### src/psev_pkg.sv
// ----------------------------------------------------------------------------
// psev_pkg: shared types and constants for the postfix stack evaluator
// Token codes, status codes, state encodings and the request/response
// bundles between the sequencer and the shared arithmetic unit.
// ----------------------------------------------------------------------------
package psev_pkg;

    localparam int OP_W      = 4;
    localparam int LIT_W     = 32;
    localparam int VALUE_W   = 32;
    localparam int STATUS_W  = 3;
    localparam int M_TDATA_W = 40;   // value + status, padded to whole bytes

    typedef enum logic [OP_W-1:0] {
        OP_PUSH = 4'd0,
        OP_MUL  = 4'd1,
        OP_DIV  = 4'd2,
        OP_MOD  = 4'd3,
        OP_ADD  = 4'd4,
        OP_SUB  = 4'd5,
        OP_LT   = 4'd6,
        OP_LE   = 4'd7,
        OP_GT   = 4'd8,
        OP_GE   = 4'd9,
        OP_NE   = 4'd10,
        OP_EQ   = 4'd11,
        OP_NOT  = 4'd12,
        OP_AND  = 4'd13,
        OP_OR   = 4'd14
    } op_t;

    typedef enum logic [STATUS_W-1:0] {
        STAT_OK        = 3'd0,
        STAT_UNDERFLOW = 3'd1,
        STAT_OVERFLOW  = 3'd2,
        STAT_DIV_ZERO  = 3'd3,
        STAT_EMPTY     = 3'd4,
        STAT_SATURATED = 3'd5
    } status_t;

    // token sequencer
    typedef enum logic [2:0] {
        S_IDLE,
        S_DECODE,
        S_OPERAND,
        S_ALU,
        S_EMIT
    } fsm_state_t;

    // shared arithmetic unit
    typedef enum logic [2:0] {
        A_IDLE,
        A_MUL,
        A_DIV,
        A_FIN,
        A_DONE
    } alu_state_t;

    typedef struct packed {
        logic start;
        op_t  op;
    } alu_req_t;

    typedef struct packed {
        logic done;
        logic sat;
        logic div_zero;
    } alu_rsp_t;

    // operators that take two stack entries
    function automatic logic is_binary(input op_t op);
        logic [OP_W-1:0] code;
        code = op;
        return (code >= OP_MUL) && (code <= OP_OR) && (code != OP_NOT);
    endfunction

endpackage

### src/psev_ram.sv
// ----------------------------------------------------------------------------
// psev_ram: generic single-port-write, single-port-read RAM
// One write and one registered read per cycle. No reset on contents.
// ----------------------------------------------------------------------------
module psev_ram #(
    parameter int WIDTH = 48,
    parameter int DEPTH = 16
) (
    input  logic                     aclk,
    input  logic                     we,
    input  logic [$clog2(DEPTH)-1:0] waddr,
    input  logic [WIDTH-1:0]         wdata,
    input  logic [$clog2(DEPTH)-1:0] raddr,
    output logic [WIDTH-1:0]         rdata
);

    logic [WIDTH-1:0] mem [DEPTH];
    logic [WIDTH-1:0] rdata_reg;

    always_ff @(posedge aclk) begin
        if (we) begin
            mem[waddr] <= wdata;
        end
        rdata_reg <= mem[raddr];
    end

    assign rdata = rdata_reg;

endmodule

### src/psev_alu.sv
// ----------------------------------------------------------------------------
// psev_alu: shared arithmetic unit of the postfix stack evaluator
// One adder serves add/sub/compare, shift-add multiply,
// restoring divide/modulo, and the final sign/saturate step.
// ----------------------------------------------------------------------------
module psev_alu #(
    parameter int FRAC_BITS = 16
) (
    input  logic                    aclk,
    input  logic                    aresetn,
    input  psev_pkg::alu_req_t      req,
    input  logic [32+FRAC_BITS-1:0] a,
    input  logic [32+FRAC_BITS-1:0] b,
    output psev_pkg::alu_rsp_t      rsp,
    output logic [32+FRAC_BITS-1:0] result
);

    localparam int VW = 32 + FRAC_BITS;    // value width
    localparam int DW = VW + FRAC_BITS;    // dividend / quotient width
    localparam int AW = VW + 2;            // adder width
    localparam int PW = 2 * VW;            // full product width
    localparam int CW = $clog2(DW + 1);

    localparam logic [CW-1:0] CNT_MUL  = CW'(VW);
    localparam logic [CW-1:0] CNT_DIV  = CW'(DW);
    localparam logic [CW-1:0] CNT_LAST = CW'(1);

    localparam logic [VW-1:0] ONE_FX  = VW'(1) << FRAC_BITS;
    localparam logic [VW-1:0] POS_MAX = {1'b0, {(VW-1){1'b1}}};
    localparam logic [VW-1:0] NEG_MAX = {1'b1, {(VW-1){1'b0}}};

    psev_pkg::alu_state_t state_reg, state_next;
    psev_pkg::op_t        op_reg, op_next;
    logic                 neg_reg, neg_next;
    logic [VW-1:0]        mcand_reg, mcand_next;   // multiplicand or divisor
    logic [VW:0]          hi_reg, hi_next;         // product high / remainder
    logic [DW-1:0]        lo_reg, lo_next;         // multiplier / dividend
    logic [CW-1:0]        cnt_reg, cnt_next;
    logic [VW-1:0]        result_reg, result_next;
    logic                 sat_reg, sat_next;
    logic                 dz_reg, dz_next;

    logic [VW-1:0] mag_a, mag_b;
    logic          start_dz;
    logic [AW-1:0] add_x, add_y, add_sum;
    logic          add_sub;
    logic [VW:0]   rem_sh;
    logic          qbit;
    logic [PW-1:0] fin_mag;
    logic [VW-1:0] lim, fin_clip;
    logic          fin_sat;
    logic          eq_ab, lt_ab, ovf, a_nz, b_nz;
    logic [VW-1:0] simple_res;
    logic          simple_sat;

    assign mag_a = a[VW-1] ? (~a + VW'(1)) : a;
    assign mag_b = b[VW-1] ? (~b + VW'(1)) : b;

    // divide by zero, or modulo whose truncated divisor is zero
    always_comb begin
        if (req.op == psev_pkg::OP_MOD) begin
            start_dz = (mag_b[VW-1:FRAC_BITS] == '0);
        end else begin
            start_dz = (b == '0);
        end
    end

    // shared adder input selection
    assign rem_sh = {hi_reg[VW-1:0], lo_reg[DW-1]};

    always_comb begin
        add_x   = '0;
        add_y   = '0;
        add_sub = 1'b0;
        unique case (state_reg)
            psev_pkg::A_IDLE: begin
                add_x   = {{2{a[VW-1]}}, a};
                add_y   = {{2{b[VW-1]}}, b};
                add_sub = (req.op != psev_pkg::OP_ADD);
            end
            psev_pkg::A_MUL: begin
                add_x = AW'(hi_reg);
                add_y = lo_reg[0] ? AW'(mcand_reg) : '0;
            end
            psev_pkg::A_DIV: begin
                add_x   = AW'(rem_sh);
                add_y   = AW'(mcand_reg);
                add_sub = 1'b1;
            end
            psev_pkg::A_FIN: begin
                add_y   = AW'(fin_clip);
                add_sub = neg_reg;
            end
            default: begin
                add_x = '0;
            end
        endcase
    end

    assign add_sum = add_x + (add_sub ? ~add_y : add_y) + AW'(add_sub);
    assign qbit    = ~add_sum[AW-1];

    // magnitude to be signed and clipped at the end
    always_comb begin
        unique case (op_reg)
            psev_pkg::OP_MUL: fin_mag = {hi_reg[VW-1:0], lo_reg[DW-1:FRAC_BITS]} >> FRAC_BITS;
            psev_pkg::OP_MOD: fin_mag = PW'(hi_reg[VW-1:0]) << FRAC_BITS;
            default:          fin_mag = PW'(lo_reg);
        endcase
    end

    assign lim      = neg_reg ? NEG_MAX : POS_MAX;
    assign fin_sat  = (|fin_mag[PW-1:VW]) || (fin_mag[VW-1:0] > lim);
    assign fin_clip = fin_sat ? lim : fin_mag[VW-1:0];

    // combinational operators on the live operands
    assign eq_ab = (a == b);
    assign lt_ab = add_sum[AW-1];
    assign ovf   = (add_sum[VW] != add_sum[VW-1]);
    assign a_nz  = |a;
    assign b_nz  = |b;

    always_comb begin
        simple_sat = 1'b0;
        unique case (req.op)
            psev_pkg::OP_ADD,
            psev_pkg::OP_SUB: begin
                simple_res = ovf ? (add_sum[AW-1] ? NEG_MAX : POS_MAX) : add_sum[VW-1:0];
                simple_sat = ovf;
            end
            psev_pkg::OP_LT:  simple_res = lt_ab ? ONE_FX : '0;
            psev_pkg::OP_LE:  simple_res = (lt_ab || eq_ab) ? ONE_FX : '0;
            psev_pkg::OP_GT:  simple_res = (lt_ab || eq_ab) ? '0 : ONE_FX;
            psev_pkg::OP_GE:  simple_res = lt_ab ? '0 : ONE_FX;
            psev_pkg::OP_NE:  simple_res = eq_ab ? '0 : ONE_FX;
            psev_pkg::OP_EQ:  simple_res = eq_ab ? ONE_FX : '0;
            psev_pkg::OP_AND: simple_res = (a_nz && b_nz) ? ONE_FX : '0;
            psev_pkg::OP_OR:  simple_res = (a_nz || b_nz) ? ONE_FX : '0;
            default:          simple_res = '0;
        endcase
    end

    // next state
    always_comb begin
        state_next = state_reg;
        unique case (state_reg)
            psev_pkg::A_IDLE: begin
                if (req.start) begin
                    unique case (req.op)
                        psev_pkg::OP_MUL: state_next = psev_pkg::A_MUL;
                        psev_pkg::OP_DIV,
                        psev_pkg::OP_MOD: state_next = start_dz ? psev_pkg::A_DONE
                                                                : psev_pkg::A_DIV;
                        default:          state_next = psev_pkg::A_DONE;
                    endcase
                end
            end
            psev_pkg::A_MUL,
            psev_pkg::A_DIV: begin
                if (cnt_reg == CNT_LAST) begin
                    state_next = psev_pkg::A_FIN;
                end
            end
            psev_pkg::A_FIN:  state_next = psev_pkg::A_DONE;
            psev_pkg::A_DONE: state_next = psev_pkg::A_IDLE;
            default:          state_next = psev_pkg::A_IDLE;
        endcase
    end

    // datapath
    always_comb begin
        op_next     = op_reg;
        neg_next    = neg_reg;
        mcand_next  = mcand_reg;
        hi_next     = hi_reg;
        lo_next     = lo_reg;
        cnt_next    = cnt_reg;
        result_next = result_reg;
        sat_next    = sat_reg;
        dz_next     = dz_reg;
        unique case (state_reg)
            psev_pkg::A_IDLE: begin
                if (req.start) begin
                    op_next  = req.op;
                    sat_next = 1'b0;
                    dz_next  = 1'b0;
                    hi_next  = '0;
                    unique case (req.op)
                        psev_pkg::OP_MUL: begin
                            neg_next   = a[VW-1] ^ b[VW-1];
                            mcand_next = mag_a;
                            lo_next    = DW'(mag_b);
                            cnt_next   = CNT_MUL;
                        end
                        psev_pkg::OP_DIV: begin
                            neg_next    = a[VW-1] ^ b[VW-1];
                            mcand_next  = mag_b;
                            lo_next     = DW'(mag_a) << FRAC_BITS;
                            cnt_next    = CNT_DIV;
                            result_next = '0;
                            dz_next     = start_dz;
                        end
                        psev_pkg::OP_MOD: begin
                            neg_next    = a[VW-1];
                            mcand_next  = VW'(mag_b[VW-1:FRAC_BITS]);
                            lo_next     = DW'(mag_a[VW-1:FRAC_BITS]);
                            cnt_next    = CNT_DIV;
                            result_next = '0;
                            dz_next     = start_dz;
                        end
                        default: begin
                            result_next = simple_res;
                            sat_next    = simple_sat;
                        end
                    endcase
                end
            end
            psev_pkg::A_MUL: begin
                hi_next  = add_sum[VW+1:1];
                lo_next  = {add_sum[0], lo_reg[DW-1:1]};
                cnt_next = cnt_reg - CNT_LAST;
            end
            psev_pkg::A_DIV: begin
                hi_next  = qbit ? add_sum[VW:0] : rem_sh;
                lo_next  = {lo_reg[DW-2:0], qbit};
                cnt_next = cnt_reg - CNT_LAST;
            end
            psev_pkg::A_FIN: begin
                result_next = add_sum[VW-1:0];
                sat_next    = fin_sat;
            end
            default: begin
                result_next = result_reg;
            end
        endcase
    end

    always_ff @(posedge aclk) begin
        if (!aresetn) begin
            state_reg <= psev_pkg::A_IDLE;
        end else begin
            state_reg <= state_next;
        end
        op_reg     <= op_next;
        neg_reg    <= neg_next;
        mcand_reg  <= mcand_next;
        hi_reg     <= hi_next;
        lo_reg     <= lo_next;
        cnt_reg    <= cnt_next;
        result_reg <= result_next;
        sat_reg    <= sat_next;
        dz_reg     <= dz_next;
    end

    assign rsp.done     = (state_reg == psev_pkg::A_DONE);
    assign rsp.sat      = sat_reg;
    assign rsp.div_zero = dz_reg;
    assign result       = result_reg;

endmodule

### src/postfix_stack_evaluator_unit.sv
// ----------------------------------------------------------------------------
// postfix_stack_evaluator_unit: postfix expression evaluator on a value stack
// Tokens come in on the s_ channel: s_tuser carries the operator code,
// s_tdata the literal pushed by a push token, s_tlast marks the final token.
// Values on the stack are signed fixed point, 32 integer and FRAC_BITS
// fraction bits. After the final token one word goes out on the m_ channel:
// the top of stack truncated toward zero plus the first error seen in the
// expression; the stack and status are then cleared for the next expression.
// Token handling, by the path each token takes:
//   push, not, unused code, underflow/overflow : sequencer only
//   add, sub, compares, and, or, div/mod by 0  : shared unit, no iteration
//   mul (bit-serial shift-add)                 : shared unit, iterative
//   div, mod (restoring, one quotient bit/cyc) : shared unit, iterative
// After the final token the result word is loaded in the emit state.
// s_tready is high only while waiting for a token. The result sits in an
// output register, so the next expression may start while it waits; a
// further result waits for that register to empty when m_tready is low.
// Reset (aresetn low, synchronous) empties the stack and clears the status.
// ----------------------------------------------------------------------------
module postfix_stack_evaluator_unit #(
    parameter int STACK_DEPTH = 16,
    parameter int FRAC_BITS   = 16
) (
    input  logic                                 aclk,
    input  logic                                 aresetn,
    // token input
    input  logic                                 s_tvalid,
    output logic                                 s_tready,
    input  logic [psev_pkg::LIT_W-1:0]           s_tdata,   // [31:0] literal
    input  logic [psev_pkg::OP_W-1:0]            s_tuser,   // [3:0] op
    input  logic                                 s_tlast,   // final token
    // result output
    output logic                                 m_tvalid,
    input  logic                                 m_tready,
    output logic [psev_pkg::M_TDATA_W-1:0]       m_tdata    // [31:0] value,
                                                            // [34:32] status,
                                                            // [39:35] zero
);

    localparam int VW     = 32 + FRAC_BITS;
    localparam int ADDR_W = $clog2(STACK_DEPTH);
    localparam int SP_W   = $clog2(STACK_DEPTH + 1);

    localparam logic [SP_W-1:0] SP_FULL = SP_W'(STACK_DEPTH);
    localparam logic [SP_W-1:0] SP_ONE  = SP_W'(1);
    localparam logic [SP_W-1:0] SP_TWO  = SP_W'(2);
    localparam logic [VW-1:0]   ONE_FX  = VW'(1) << FRAC_BITS;

    psev_pkg::fsm_state_t          state_reg, state_next;
    psev_pkg::op_t                 op_reg, op_next;
    logic [psev_pkg::LIT_W-1:0]    lit_reg, lit_next;
    logic                          last_reg, last_next;
    logic [SP_W-1:0]               sp_reg, sp_next;
    logic [VW-1:0]                 tos_reg, tos_next;     // mirror of top entry
    psev_pkg::status_t             err_reg, err_next;     // first error, sticky
    psev_pkg::status_t             note_code;
    logic                          clear_err;
    logic                          m_tvalid_reg, m_tvalid_next;
    logic [psev_pkg::VALUE_W-1:0]  m_value_reg, m_value_next;
    psev_pkg::status_t             m_status_reg, m_status_next;

    logic                          accept;
    logic                          out_free;
    logic                          is_bin;
    logic                          full, empty, below_two;
    logic [VW-1:0]                 lit_fx;
    logic [VW-1:0]                 tos_mag;
    logic [psev_pkg::VALUE_W-1:0]  tos_int, emit_value;
    psev_pkg::status_t             emit_status;

    logic                          ram_we;
    logic [ADDR_W-1:0]             ram_waddr, ram_raddr;
    logic [SP_W-1:0]               sp_m1, sp_m2;
    logic [VW-1:0]                 ram_rdata;

    psev_pkg::alu_req_t            alu_req;
    psev_pkg::alu_rsp_t            alu_rsp;
    logic [VW-1:0]                 alu_result;

    // value stack storage
    psev_ram #(
        .WIDTH (VW),
        .DEPTH (STACK_DEPTH)
    ) u_stack (
        .aclk  (aclk),
        .we    (ram_we),
        .waddr (ram_waddr),
        .wdata (tos_next),
        .raddr (ram_raddr),
        .rdata (ram_rdata)
    );

    // shared arithmetic unit
    psev_alu #(
        .FRAC_BITS (FRAC_BITS)
    ) u_alu (
        .aclk    (aclk),
        .aresetn (aresetn),
        .req     (alu_req),
        .a       (ram_rdata),     // second entry from the top
        .b       (tos_reg),       // top entry
        .rsp     (alu_rsp),
        .result  (alu_result)
    );

    assign accept    = s_tvalid && s_tready;
    assign out_free  = !m_tvalid_reg || m_tready;
    assign is_bin    = psev_pkg::is_binary(op_reg);
    assign full      = (sp_reg >= SP_FULL);
    assign empty     = (sp_reg == '0);
    assign below_two = (sp_reg < SP_TWO);
    assign sp_m1     = sp_reg - SP_ONE;
    assign sp_m2     = sp_reg - SP_TWO;

    // literal as fixed point: integer bits on top, fraction zero
    assign lit_fx = VW'(lit_reg) << FRAC_BITS;

    // top of stack truncated toward zero
    assign tos_mag     = tos_reg[VW-1] ? (~tos_reg + VW'(1)) : tos_reg;
    assign tos_int     = tos_mag[VW-1:FRAC_BITS];
    assign emit_value  = empty ? '0 : (tos_reg[VW-1] ? (~tos_int + 32'd1) : tos_int);
    assign emit_status = (empty && (err_reg == psev_pkg::STAT_OK)) ? psev_pkg::STAT_EMPTY
                                                                     : err_reg;

    // sequencer: next state
    always_comb begin
        state_next = state_reg;
        unique case (state_reg)
            psev_pkg::S_IDLE: begin
                if (accept) begin
                    state_next = psev_pkg::S_DECODE;
                end
            end
            psev_pkg::S_DECODE: begin
                if (is_bin && !below_two) begin
                    state_next = psev_pkg::S_OPERAND;
                end else begin
                    state_next = last_reg ? psev_pkg::S_EMIT : psev_pkg::S_IDLE;
                end
            end
            psev_pkg::S_OPERAND: state_next = psev_pkg::S_ALU;
            psev_pkg::S_ALU: begin
                if (alu_rsp.done) begin
                    state_next = last_reg ? psev_pkg::S_EMIT : psev_pkg::S_IDLE;
                end
            end
            psev_pkg::S_EMIT: begin
                if (out_free) begin
                    state_next = psev_pkg::S_IDLE;
                end
            end
            default: state_next = psev_pkg::S_IDLE;
        endcase
    end

    // sequencer: control outputs
    always_comb begin
        s_tready      = (state_reg == psev_pkg::S_IDLE);
        alu_req.start = (state_reg == psev_pkg::S_OPERAND);
        alu_req.op    = op_reg;
        ram_raddr     = sp_m2[ADDR_W-1:0];   // second entry, read during decode
        ram_we        = 1'b0;
        ram_waddr     = sp_m1[ADDR_W-1:0];
        unique case (state_reg)
            psev_pkg::S_DECODE: begin
                if (op_reg == psev_pkg::OP_PUSH) begin
                    ram_we    = !full;
                    ram_waddr = sp_reg[ADDR_W-1:0];
                end else if (op_reg == psev_pkg::OP_NOT) begin
                    ram_we    = !empty;
                end
            end
            psev_pkg::S_ALU: begin
                ram_we    = alu_rsp.done;
                ram_waddr = sp_m2[ADDR_W-1:0];
            end
            default: begin
                ram_we = 1'b0;
            end
        endcase
    end

    // stack pointer, top entry, status and result word
    always_comb begin
        op_next       = op_reg;
        lit_next      = lit_reg;
        last_next     = last_reg;
        sp_next       = sp_reg;
        tos_next      = tos_reg;
        note_code     = psev_pkg::STAT_OK;
        clear_err     = 1'b0;
        m_value_next  = m_value_reg;
        m_status_next = m_status_reg;
        m_tvalid_next = m_tvalid_reg && !m_tready;
        unique case (state_reg)
            psev_pkg::S_IDLE: begin
                if (accept) begin
                    op_next   = psev_pkg::op_t'(s_tuser);
                    lit_next  = s_tdata;
                    last_next = s_tlast;
                end
            end
            psev_pkg::S_DECODE: begin
                if (op_reg == psev_pkg::OP_PUSH) begin
                    if (full) begin
                        note_code = psev_pkg::STAT_OVERFLOW;
                    end else begin
                        sp_next  = sp_reg + SP_ONE;
                        tos_next = lit_fx;
                    end
                end else if (op_reg == psev_pkg::OP_NOT) begin
                    if (empty) begin
                        note_code = psev_pkg::STAT_UNDERFLOW;
                    end else begin
                        tos_next = (tos_reg == '0) ? ONE_FX : '0;
                    end
                end else if (is_bin && below_two) begin
                    note_code = psev_pkg::STAT_UNDERFLOW;
                end
            end
            psev_pkg::S_ALU: begin
                if (alu_rsp.done) begin
                    sp_next  = sp_m1;
                    tos_next = alu_result;
                    if (alu_rsp.div_zero) begin
                        note_code = psev_pkg::STAT_DIV_ZERO;
                    end else if (alu_rsp.sat) begin
                        note_code = psev_pkg::STAT_SATURATED;
                    end
                end
            end
            psev_pkg::S_EMIT: begin
                if (out_free) begin
                    m_tvalid_next = 1'b1;
                    m_value_next  = emit_value;
                    m_status_next = emit_status;
                    sp_next       = '0;
                    clear_err     = 1'b1;
                end
            end
            default: begin
                note_code = psev_pkg::STAT_OK;
            end
        endcase

        if (clear_err) begin
            err_next = psev_pkg::STAT_OK;
        end else if (err_reg == psev_pkg::STAT_OK) begin
            err_next = note_code;
        end else begin
            err_next = err_reg;
        end
    end

    always_ff @(posedge aclk) begin
        if (!aresetn) begin
            state_reg    <= psev_pkg::S_IDLE;
            sp_reg       <= '0;
            err_reg      <= psev_pkg::STAT_OK;
            m_tvalid_reg <= 1'b0;
        end else begin
            state_reg    <= state_next;
            sp_reg       <= sp_next;
            err_reg      <= err_next;
            m_tvalid_reg <= m_tvalid_next;
        end
        op_reg       <= op_next;
        lit_reg      <= lit_next;
        last_reg     <= last_next;
        tos_reg      <= tos_next;
        m_value_reg  <= m_value_next;
        m_status_reg <= m_status_next;
    end

    assign m_tvalid = m_tvalid_reg;
    assign m_tdata  = {5'b0, m_status_reg, m_value_reg};

endmodule
### config.mk
export PLATFORM = sky130hd
export DESIGN_NAME = postfix_stack_evaluator_unit
export DESIGN_NICKNAME = d
export VERILOG_FILES = /design/src/psev_pkg.sv /design/src/psev_ram.sv /design/src/psev_alu.sv /design/src/postfix_stack_evaluator_unit.sv
export SDC_FILE = /design/constraint.sdc
export NUM_CORES = 2
export LEC_CHECK = 0
export ABC_AREA = 1
export BUFFER_PORTS_ARGS = -buffer_cell sky130_fd_sc_hd__buf_4
export CORE_UTILIZATION = 44
export CTS_BUF_LIST = sky130_fd_sc_hd__clkbuf_16
export DETAILED_ROUTE_END_ITERATION = 16
export HOLD_SLACK_MARGIN = 0.02
export PLACE_DENSITY = 0.62
export SLEW_MARGIN = 30
export SYNTH_ARGS = -nofsm -noshare
export SYNTH_HDL_FRONTEND = slang
export SYNTH_SLANG_ARGS = --single-unit
### constraint.sdc
create_clock -name aclk -period 6.7 [get_ports aclk]
set_input_delay 0.335 -clock aclk [delete_from_list [all_inputs] [get_ports aclk]]
set_output_delay 0.335 -clock aclk [all_outputs]
set_load 0.02 [all_outputs]
==> flow_summary.json <==
{
  "overflow": 0,
  "grt_pass1_vias": 44400,
  "rr_startpoint": "u_alu.op_reg[3]",
  "maxCapViolCount": 0,
  "p_sw_share_pct": 48.0,
  "wirelength_um": 243000,
  "reg2reg_to": "u_alu.result[5]",
  "setup_viol": 0,
  "slew_violations": 0,
  "place_area_um2": 62800,
  "dr_total_vias": 48000,
  "cpMostUsedCell": "nand2_1",
  "port_buffers": 77,
  "clkLatencyLatePin_ns": 0.79,
  "rsz0062_at_grt": "yes",
  "cts_buffers": 132,
  "final_common_cell": "edfxtp_1",
  "synth_seq_cells": 1174,
  "antenna_found_initial": 15,
  "worstMarginPinSlew_ns": 1.15,
  "cts_root_buf": "clkbuf_16",
  "fin_skew_ns": 0.0317,
  "clkSinkCount": 1174,
  "final_cell_mix": "1063 x edfxtp_1, 736 x nand2_1, 673 x nor2_1",
  "cpPeakStageDelay_ns": 0.43,
  "largest_register_ffs": 768,
  "tns_ns": 0,
  "cp-endpoint": "u_alu.result[5]",
  "cts_tree": "done",
  "crit_path_max_fanout": 27,
  "drc": 0,
  "drive_above_1_share_pct": 14.3,
  "core_um2": 130000,
  "ys_seq_area_share_pct": 59.1,
  "final_area_um2": 67800,
  "r2r_slack_ns": 0.42,
  "p_total_mw": 40.6,
  "irDropWorstVdd_mv": 0.557,
  "dr.pass1.iters": 6,
  "row_count": 132,
  "groute.usage.overall_pct": 36.2,
  "dp_hpwl_um": 172000,
  "die_w_um": 364,
  "gp_congestion": 1.08,
  "crit_arrival_ns": 6.81,
  "ys_types": 70,
  "period_needed_ns": 6.28,
  "die-area_um2": 133000,
  "start_util_pct": 44.5,
  "combPwrFrac_pct": 56.2,
  "fin_nets": 6096,
  "hold_violations": 0,
  "slew_headroom_pct": 22.9,
  "reg2reg_depth": 41,
  "max_freq_mhz": 159,
  "power.leakage_nw": 25.4,
  "status": "finished clean",
  "p_int_mw": 21.1,
  "viasPerCell": 6.16,
  "die_h_um": 364,
  "worstHoldPathType": "in -> reg",
  "clkTransAtPathRegs_ns": 0.06,
  "num-fill-cells": 11500,
  "p_per_area_nw_per_um2": 600,
  "routedWlPerCell_um": 31.2,
  "period_share_pct": 93.8,
  "synthFlopType": "edfxtp_1",
  "htreeDepth": 4,
  "cts_max_path_buffers": 3,
  "first_iter_violations": 6977,
  "crit_start": "u_alu.op_reg[3]",
  "synth-edff-count": 1063,
  "power_switching_mw": 19.5,
  "cp_slowest_cell": "o22ai_1",
  "area_growth_pct": 17.2,
  "cp-end-kind": "register",
  "io_pins": 83,
  "ys_warn_count": 0,
  "syn_avg_cell_area_um2": 10.3,
  "grt_pass1_wl_um": 338000,
  "clkPwrFrac_pct": 17.6,
  "cp-start-kind": "register",
  "synthArstFlopShare_pct": 0,
  "worst_ep_required_time_ns": 7.22,
  "crit_type": "reg -> reg",
  "syn_area_um2": 57800,
  "grt_max_degree": 137,
  "ant_nets": 0,
  "seqPwrFrac_pct": 26.2,
  "postSynthCellCount": 5629
}
[worst min path at each step]
stage               startpoint               to  slack, ns  cells past startpoint
finish              s_tdata[1]       lit_reg[1]       0.27                      2
global route        s_tdata[1]       lit_reg[1]       0.25                      2
CTS                 s_tdata[5]       lit_reg[5]       0.24                      2
detailed placement  err_reg[0]  m_status_reg[0]       0.45                      0
global placement    err_reg[0]  m_status_reg[0]       0.47                      0
floorplan              s_tlast         last_reg       0.43                      0
[cell families (layout without fill, tap and decap cells)]
group                      after synthesis  in the layout  share of synthesized area [%]
AOI/OAI and AO/OA                     1493           1493                           16.2
xor gates and xnor gates               211            211                           3.31
adders and majority gates              108            108                           2.35
buffers and inverters                  821           1237                           5.55
DFF                                   1174           1174                           59.1
other                                    1             17                        0.00649
and+or+nand+nor                       1821           1821                           13.5
[per-layer routing]
layer | vias to the layer above | routed length (um) | GRT usage [%] | share of wire, %
met5 | - | 97 | 0 | 0.040
met4 | 16 | 15500 | 20.0 | 6.4
met3 | 576 | 24600 | 8.15 | 10
met2 | 2879 | 105000 | 53.8 | 43
met1 | 23600 | 98000 | 49.0 | 40
li1 | 20900 | - | - | -
[power by group through the flow]
stage	Clock, mW	Combinational (mW)	Sequential, mW
finish	7.14	22.9	10.6
global route	7.48	24.1	10.6
CTS	7.20	22.2	10.6
detailed placement	0	22.1	10.7
global placement	0	22.1	10.7
floorplan	0	12.0	9.91
[repair_timing]
action                                 4_1_cts  5_1_grt
setup endpoints to repair                    0       99
setup buffers                                0        1
resized for setup                            0       52
hold buffers                                41        0
endpoints found under the hold margin       48        0
[Yosys cell counts, drive strengths merged, types with 93 or more instances]
cell / number / area (um^2)
xor2: 158 / 1450
o211ai: 93 / 708
clkbuf: 280 / 1070
o221ai: 238 / 2080
inv: 486 / 1830
dfxtp: 111 / 2220
ha: 107 / 1340
nor2: 720 / 2820
nand3: 157 / 856
edfxtp: 1063 / 31900
a21oi: 181 / 906
o22ai: 140 / 876
o21ai: 667 / 3360
nand2: 780 / 3060
[through the flow]
stage | worst slack (ns) | hold slack [ns] | cells | util [%]
6_report | 0.417 | 0.266 | 7803 | 52.1
4_1_cts | 0.187 | 0.236 | 7789 | 51.9
3_5_place_dp | 0.250 | 0.450 | 7512 | 48.3
2_1_floorplan | 0.486 | 0.434 | 5633 | -
3_3_place_gp | 0.222 | 0.471 | 7505 | 48.3
5_1_grt | -0.00782 | 0.252 | 7794 | 52.1
[critical path: cells and delay by family, from the launching register on]
family | cells | cell delay, ns
flops | 1 | 0.36
simple gates | 22 | 2.20
buf+inv | 7 | 0.89
xor+xnor | 2 | 0.41
compound gates | 8 | 1.46
fa+ha+maj | 2 | 0.69
[area by class of cell]
class | count | area [um^2] | area share, %
sequential | 1174 | 34200 | 50.4
multi-input combinational | 3638 | 21000 | 31.0
timing repair buffer | 508 | 4320 | 6.37
clock buffer | 136 | 3400 | 5.02
tap | 1742 | 2180 | 3.22
inverter | 493 | 1880 | 2.77
clock inverter | 100 | 831 | 1.23
antenna | 12 | 30.0 | 0.0443
No activity file was read; power rests on OpenSTA's default activity.
